$ cat src/design/bsb_pkg.sv
package bsb_pkg;

  // default store geometry
  localparam int DEF_MAX_TEX_WIDTH    = 256;
  localparam int DEF_MAX_TEX_HEIGHT   = 256;
  localparam int DEF_MAX_BRUSH_WIDTH  = 64;
  localparam int DEF_MAX_BRUSH_HEIGHT = 64;

  // field widths
  localparam int CFG_INDEX_W = 3;
  localparam int CFG_DATA_W  = 16;

  // register indexes on the configuration port
  typedef enum logic [CFG_INDEX_W-1:0] {
    REG_TEX_WIDTH,
    REG_TEX_HEIGHT,
    REG_TEX_CHANNELS,
    REG_BRUSH_WIDTH,
    REG_BRUSH_HEIGHT,
    REG_BRUSH_CHANNELS,
    REG_BRUSH_SCALE
  } reg_index_t;

  // item actions
  typedef enum logic [1:0] {
    ACT_TEX_WRITE,
    ACT_BRUSH_WRITE,
    ACT_PAINT,
    ACT_READ
  } action_t;

  // shared arithmetic unit operations
  typedef enum logic [1:0] {
    ARITH_MUL,
    ARITH_DIV,
    ARITH_SQRT
  } arith_op_t;

  typedef struct packed {
    logic        start;
    arith_op_t   op;
    logic [63:0] a;      // multiplicand (low half), dividend or radicand
    logic [31:0] b;      // multiplier or divisor
    logic [4:0]  qbits;  // quotient bits for a divide
  } arith_req_t;

  typedef struct packed {
    logic        idle;
    logic        done;
    logic [63:0] res;
  } arith_rsp_t;

endpackage

$ cat src/design/bsb_arith.sv
module bsb_arith import bsb_pkg::*; (
  input  logic       clk,
  input  logic       rst,
  input  arith_req_t req,
  output arith_rsp_t rsp
);

  typedef enum logic [1:0] {U_IDLE, U_DIV, U_SQRT, U_DONE} ustate_t;

  ustate_t     state;
  logic [63:0] rem;
  logic [63:0] acc;
  logic [63:0] step;
  logic [5:0]  count;
  logic [63:0] trial;
  logic        fits;
  logic [63:0] prod;

  // one compare and subtract serves both the divider and the root
  always_comb begin
    trial = (state == U_SQRT) ? acc + step : step;
    fits  = rem >= trial;
    prod  = req.a[31:0] * req.b;
  end

  always_ff @(posedge clk) begin
    if (rst) begin
      state <= U_IDLE;
    end else begin
      case (state)
        U_IDLE: begin
          if (req.start) begin
            case (req.op)
              ARITH_MUL: begin
                acc   <= prod;
                state <= U_DONE;
              end
              ARITH_DIV: begin
                rem   <= req.a;
                acc   <= '0;
                step  <= {32'b0, req.b} << (req.qbits - 5'd1);
                count <= {1'b0, req.qbits};
                state <= U_DIV;
              end
              ARITH_SQRT: begin
                rem   <= req.a;
                acc   <= '0;
                step  <= 64'h4000_0000_0000_0000;
                count <= 6'd32;
                state <= U_SQRT;
              end
              default: state <= U_DONE;
            endcase
          end
        end
        // restoring divide, one quotient bit per cycle
        U_DIV: begin
          if (fits) begin
            rem <= rem - trial;
            acc <= {acc[62:0], 1'b1};
          end else begin
            acc <= {acc[62:0], 1'b0};
          end
          step  <= step >> 1;
          count <= count - 6'd1;
          if (count == 6'd1) state <= U_DONE;
        end
        // digit by digit square root, one root bit per cycle
        U_SQRT: begin
          if (fits) begin
            rem <= rem - trial;
            acc <= (acc >> 1) + step;
          end else begin
            acc <= acc >> 1;
          end
          step  <= step >> 2;
          count <= count - 6'd1;
          if (count == 6'd1) state <= U_DONE;
        end
        U_DONE: state <= U_IDLE;
        default: state <= U_IDLE;
      endcase
    end
  end

  assign rsp.idle = (state == U_IDLE);
  assign rsp.done = (state == U_DONE);
  assign rsp.res  = acc;

endmodule
$ cat config.mk
export PLATFORM = sky130hd
export DESIGN_NAME = bsb_arith
export DESIGN_NICKNAME = d
export VERILOG_FILES = /design/src/design/bsb_pkg.sv /design/src/design/bsb_arith.sv
export SDC_FILE = /design/constraint.sdc
export NUM_CORES = 2
export LEC_CHECK = 0
export BUFFER_PORTS_ARGS = -buffer_cell sky130_fd_sc_hd__buf_2
export CORE_MARGIN = 3
export CORE_UTILIZATION = 51
export CTS_CLUSTER_DIAMETER = 50
export DETAILED_ROUTE_END_ITERATION = 8
export PLACE_DENSITY = 0.65
export SLEW_MARGIN = 10
export SYNTH_ARGS = -nofsm -noshare
export SYNTH_HDL_FRONTEND = slang
export SYNTH_SLANG_ARGS = --single-unit
$ cat constraint.sdc
create_clock -name clk -period 20 [get_ports clk]
set_input_delay 1 -clock clk [delete_from_list [all_inputs] [get_ports clk]]
set_output_delay 1 -clock clk [all_outputs]
set_load 0.005 [all_outputs]
# After elaboration in Yosys (flattened, before gate mapping)

Cells that the tools add are included.

Register bits: 200
Input bits: 106

Bitwise operators: 1
Equal/unequal tests: 12
$mul: 1
Reductions and logical operators: 11
Muxes and demuxes: 20
Magnitude comparators: 1
Shift operators: 1
$add $sub $neg: 5

Operators with widths:

| kind                                                  | number |
|---|---|
| two-way mux 64 bit                                    | 7 |
| one-hot mux 64 bit (2 select lines)                   | 3 |
| one-hot mux 64 bit (3 select lines)                   | 2 |
| adder 63 x 64 -> 64 bit                               | 1 |
| adder 64 bit                                          | 1 |
| greater-or-equal comparator 64 bit                    | 1 |
| multiplier 32 x 32 -> 64 bit                          | 1 |
| << shifter 32 x 5 -> 64 bit                           | 1 |
| subtractor 64 bit                                     | 1 |
| one-hot mux 6 bit (2 select lines)                    | 2 |
| AND reduction 4 bit                                   | 3 |
| equality test 2 bit, second input constant            | 3 |
| equality test 6 x 1 -> 1 bit, second input constant   | 1 |
| two-way mux 6 bit                                     | 1 |
| one-hot mux 2 bit (3 select lines)                    | 1 |
| subtractor 6 x 1 -> 6 bit, second input constant      | 1 |
| AND reduction 5 bit                                   | 1 |
| subtractor 5 x 1 -> 5 bit, second input constant      | 1 |
| equality test 2 x 1 -> 1 bit, second input constant   | 2 |
| logical NOT 2 bit                                     | 2 |
| two-way mux 2 bit                                     | 2 |
| inequality test 2 x 1 -> 1 bit, second input constant | 2 |
| inequality test 2 bit, second input constant          | 2 |
| one-hot mux 2 bit (2 select lines)                    | 1 |
| 8 further kinds                                       | 9 |

# Depth between registers and ports, before layout

Word-level depth: 5
Mapped depth: 29
Gate-level depth less buffers: 26

# Worst setup path before layout

Ideal clock, no wire load.

Path kind: register to register
Start: register acc[0]
End: register rem[0], enable pin
Cell stages (with the launch flop): 24
Period minus slack after synthesis: 10433 ps
Path buffers: 3
Data required time: 19418 ps
Slack: 9567 ps
Data arrival time: 9851 ps
Cell sequence: edfxtp_1 > ha_1 > fa_1 > a21o_1 > a31o_2 > a2111oi_0 > a21oi_1 > a31oi_1 > o21ba_2 > o21ai_1 > a31o_2 > xor2_1 > mux2i_1 > ha_1 > clkbuf_1 > nand4_1 > or3_1 > nor4_1 > a221oi_1 > nand2_1 > buf_2 > buf_2 > nor2_1 > a211oi_1

Longest elaborated chain between the ends: 5

RTL lines:

| what                                     | RTL line        | source |
|---|---|---|
| from (decl)                              | bsb_arith.sv:12 | `logic [63:0] acc;` |
| from (signal assigned)                   | bsb_arith.sv:35 | `acc <= prod;` |
| from (signal assigned)                   | bsb_arith.sv:60 | `acc <= {acc[62:0], 1'b1};` |
| from (signal assigned)                   | bsb_arith.sv:62 | `acc <= {acc[62:0], 1'b0};` |
| adder 64 bit                             | bsb_arith.sv:21 | `trial = (state == U_SQRT) ? acc + step : step;` |
| two-way mux 64 bit                       | bsb_arith.sv:21 |  |
| greater-or-equal comparator 64 bit       | bsb_arith.sv:22 | `fits = rem >= trial;` |
| inequality test 2 x 1 -> 1 bit (no line) | n/a             |  |
| AND reduction 5 bit (no line)            | n/a             |  |
| to (signal assigned)                     | bsb_arith.sv:39 | `rem <= req.a;` |
| to (signal assigned)                     | bsb_arith.sv:46 | `rem <= req.a;` |
| to (signal assigned)                     | bsb_arith.sv:59 | `rem <= rem - trial;` |
| to (decl)                                | bsb_arith.sv:11 | `logic [63:0] rem;` |

Every way passes these cells.
A chain may end at the register's enable or synchronous reset.

# Final worst setup path

Start: input req[22] (netlist bit)
End: register acc[51], data pin

Longest elaborated chain between the ends: 4

RTL lines:

| what                                | RTL line        | source |
|---|---|---|
| from (decl)                         | bsb_arith.sv:4  | `input arith_req_t req,` |
| multiplier 32 x 32 -> 64 bit        | bsb_arith.sv:23 | `prod = req.a[31:0] * req.b;` |
| one-hot mux 64 bit (2 select lines) | bsb_arith.sv:33 | `case (req.op)` |
| two-way mux 64 bit                  | bsb_arith.sv:32 | `if (req.start) begin` |
| one-hot mux 64 bit (3 select lines) | bsb_arith.sv:30 | `case (state)` |

Every way passes these cells. The select of a mux whose other input is x is not followed.

==> metrics.md <==
| Metric | Value |
|---|---|
| First-pass GRT wire length | 294300 um |
| Max Fanout on Critical Path | 36 |
| H-tree depth | 4 |
| Outcome | complete, no violations |
| Register area share after synthesis | 10.51% |
| Simple-Gate Fraction of Synth Area | 16.96% |
| Vias | 47824 |
| Placed cells | 7797 |
| Core Box Area | 109600 um^2 |
| Max Cap Viol | 0 |
| Area Overhead vs Synth | 4.141% |
| Antenna-violating nets left | 0 |
| Post-route minimum period | 9.612 ns |
| Unrepaired setup endpoints after global routing | false |
| Avg WL per Cell | 24.25 um |
| Adder-Cell Fraction of Synth Area | 42.04% |
| Post-route insts no fill | 7832 |
| Synth Warn # | 0 |
| Setup_tns | 0 ns |
| Clk sinks | 199 |
| Post-CTS Setup Bufs | 0 |
| Gpl congestion | 0.9909 |
| Rel. slew slack | 21.47% |
| Deepest clock path buffer count | 2 |
| Crit start category | input pin |
| Layout cells sized above 1 | 6.044% |
| Syn nets | 7968 |
| Die H | 339.3 um |
| Async S/R FF share, synth | 0% |
| Initial core utilization | 51.68% |
| Post-CTS resize count | 0 |
| Finish-stage setup viols | 0 |
| # IOs | 172 |
| Slew Viols, Final | 0 |
| Worst EP required | 20.27 ns |
| XOR/XNOR share of the synthesized area | 3.386% |
| Clk_lat worst skew | 0.53 ns |
| Initial antenna violation count | 11 |
| CTS root buf | clkbuf_16 |
| Input/output buffers | 171 |
| Largest net degree at the start of global routing | 79 |
| Hold Vio Cnt, Final | 0 |
| FF+latch count, synth | 199 |
| Top FF cell, synth | edfxtp_1 |
| Detailed Place HPWL | 149100 um |
| Fill count | 10360 |
| Synth Area in Compound Gates | 14.28% |
| Vias/cell | 6.106 |
| Largest family of logic cells by synthesized area | adder cells |
| DR iter-0 viols | 4157 |
| Worst Tran Pin Value | 1.177 ns |
| Aggregate global routing overflow | 0 |
| Crit path capture type | register |
| Fmax | 104.0 MHz |
| Fin nets | 7810 |
| Post-synth EDFFs | 197 |
| Area of the multi-input gates | 45780 um^2 |
| CTS Buf Count | 17 |
| Post-Route WL | 189900 um |
| DRC | 0 |
| Drt first pass iters | 7 |
| Worst clock skew | 0.02241 ns |
| Full die area | 115100 um^2 |
| GRT Overall Usage | 33.13% |
| Final period util | 48.06% |
| Reg clk slew, reported paths | 0.10 ns |
| FF+latch area | 5956 um^2 |
| Setup CP Type | in2reg |
| Vias in the first global route | 49475 |
| Hold Crit Class | reg2reg |
| TritonCTS clock tree | done |
| Synthesized area per cell | 8.718 um^2 |
| Hold bufs inserted after CTS | 0 |
| Netlist cell types | 89 |
| Cell Area, Synth | 56650 um^2 |
| Post-Syn Instances | 6498 |
| Multiplexer share of the synthesized area | 3.916% |
| Crit path DAT | 9.88 ns |
| Final core utilization | 53.82% |
| Standard-cell rows | 121 |
| Die W | 339.3 um |
synth_stat cells, types with 9 or more instances:
master	number	share of area, %
xnor2_1	132	2.0
mux2i_1	99	1.7
o31ai_1	30	0.40
mux4_2	24	0.95
o21a_1	32	0.42
inv_1	940	6.2
nand4_1	89	0.98
nor3_1	64	0.57
buf_2	10	0.088
clkbuf_1	373	2.5
buf_1	11	0.073
o21bai_1	59	0.78
nand2b_1	22	0.24
and3_1	31	0.34
edfxtp_1	197	10
o22ai_1	11	0.12
o21ai_1	54	0.48
nand2_1	758	5.0
and2_1	606	6.7
a211o_1	10	0.15
a31oi_1	39	0.43
a22o_1	11	0.17
a222oi_1	20	0.35
nor2_1	202	1.3
o21ai_0	217	1.9
a22oi_1	83	1.1
ha_1	465	10
a21boi_0	9	0.12
or2_2	10	0.11
a211oi_1	31	0.41
o221ai_1	13	0.20
a2111oi_0	9	0.14
fa_1	899	32
mux2_2	59	1.2
nand3_1	77	0.68
a21o_1	128	1.7
nor2b_1	24	0.27
o211ai_1	39	0.52
xor2_1	87	1.3
or3_1	13	0.14
a21oi_1	361	3.2
a221oi_1	19	0.29
registers in the layout, indices dropped and copies added (netlist names):
name and cells:
rem 64, state 2, step 63, acc 64
count 6
metrics by stage:
stage                     area [um^2]  hold WS, ns  setup WS [ns]
after floorplan                 56650       0.5170          9.567
after global placement          58340       0.6333          9.967
after detailed placement        58340       0.6510          9.960
after CTS                       58990       0.6673          10.47
after global routing            58990       0.7168          9.949
final                           58990       0.6611          10.39
cells in the final DEF (no fill, tap or decap), types with 22 or more instances in the layout:
cell	n
nor2_1	199
inv_1	940
o211ai_1	39
mux2_2	59
a21oi_1	361
buf_2	171
ha_1	463
mux4_2	24
a21o_1	128
a31oi_1	39
nand4_1	89
o21ai_0	217
nand3_1	77
nor2b_1	24
mux2i_1	99
a22oi_1	83
xor2_1	85
o31ai_1	30
nand2b_1	22
and2_1	605
buf_4	48
edfxtp_1	197
a211oi_1	28
fa_1	899
o21bai_1	59
nand2_1	757
and3_1	31
xnor2_1	130
nor3_1	63
o21a_1	32
o21ai_1	54
cells by family (layout without fill, tap and decap cells):
family,after synthesis,in the layout
flops,199,199
simple gates,1938,1938
compound gates,1256,1256
xor+xnor,219,219
fa+ha+maj,1364,1364
mux,184,184
other cells,0,3
buf+inv,1338,1193
critical path: stages:
cell and delay (ns):
buf_2 0.79, nand2_1 0.18, fa_1 0.57, fa_1 0.56
inv_1 0.06, fa_1 0.48, fa_1 0.51, fa_1 0.61
fa_1 0.45, fa_1 0.53, inv_1 0.06, fa_1 0.48
inv_1 0.04, ha_1 0.40, a21oi_1 0.23, o21ai_0 0.17
a311oi_1 0.36, o211ai_1 0.26, a211oi_1 0.99, or2_2 0.28
o21ai_1 0.16, xor2_1 0.20, a221oi_1 0.28, o311ai_1 0.15
per-layer routing:
metal  GRT usage [%]  routed length, um
met3           4.796              15310
met4           12.07               7786
met2           54.80              89050
met5               0                 27
met1           44.38              77730
worst paths after layout:
check                 from        to  slack [ns]  depth (start not counted)
setup reg to reg    acc[0]    rem[4]       12.13                         23
hold / removal    state[1]  state[1]        0.66                          2
setup / recovery   req[22]   acc[51]       10.39                         24
hold reg to reg   state[1]  state[1]        0.66                          2
cell type report:
cell class	instances	share of cell area, %
antenna	3	0.01273
clock buffer	17	0.7211
multi-input combinational	4961	77.61
tap	1476	3.130
sequential	199	10.10
inverter	942	5.994
timing repair buffer	219	2.062
clock inverter	15	0.3796
Power is left out: the tool's default activity adds up to more than one toggle a clock period on the data nets, which glitch-free logic cannot reach.
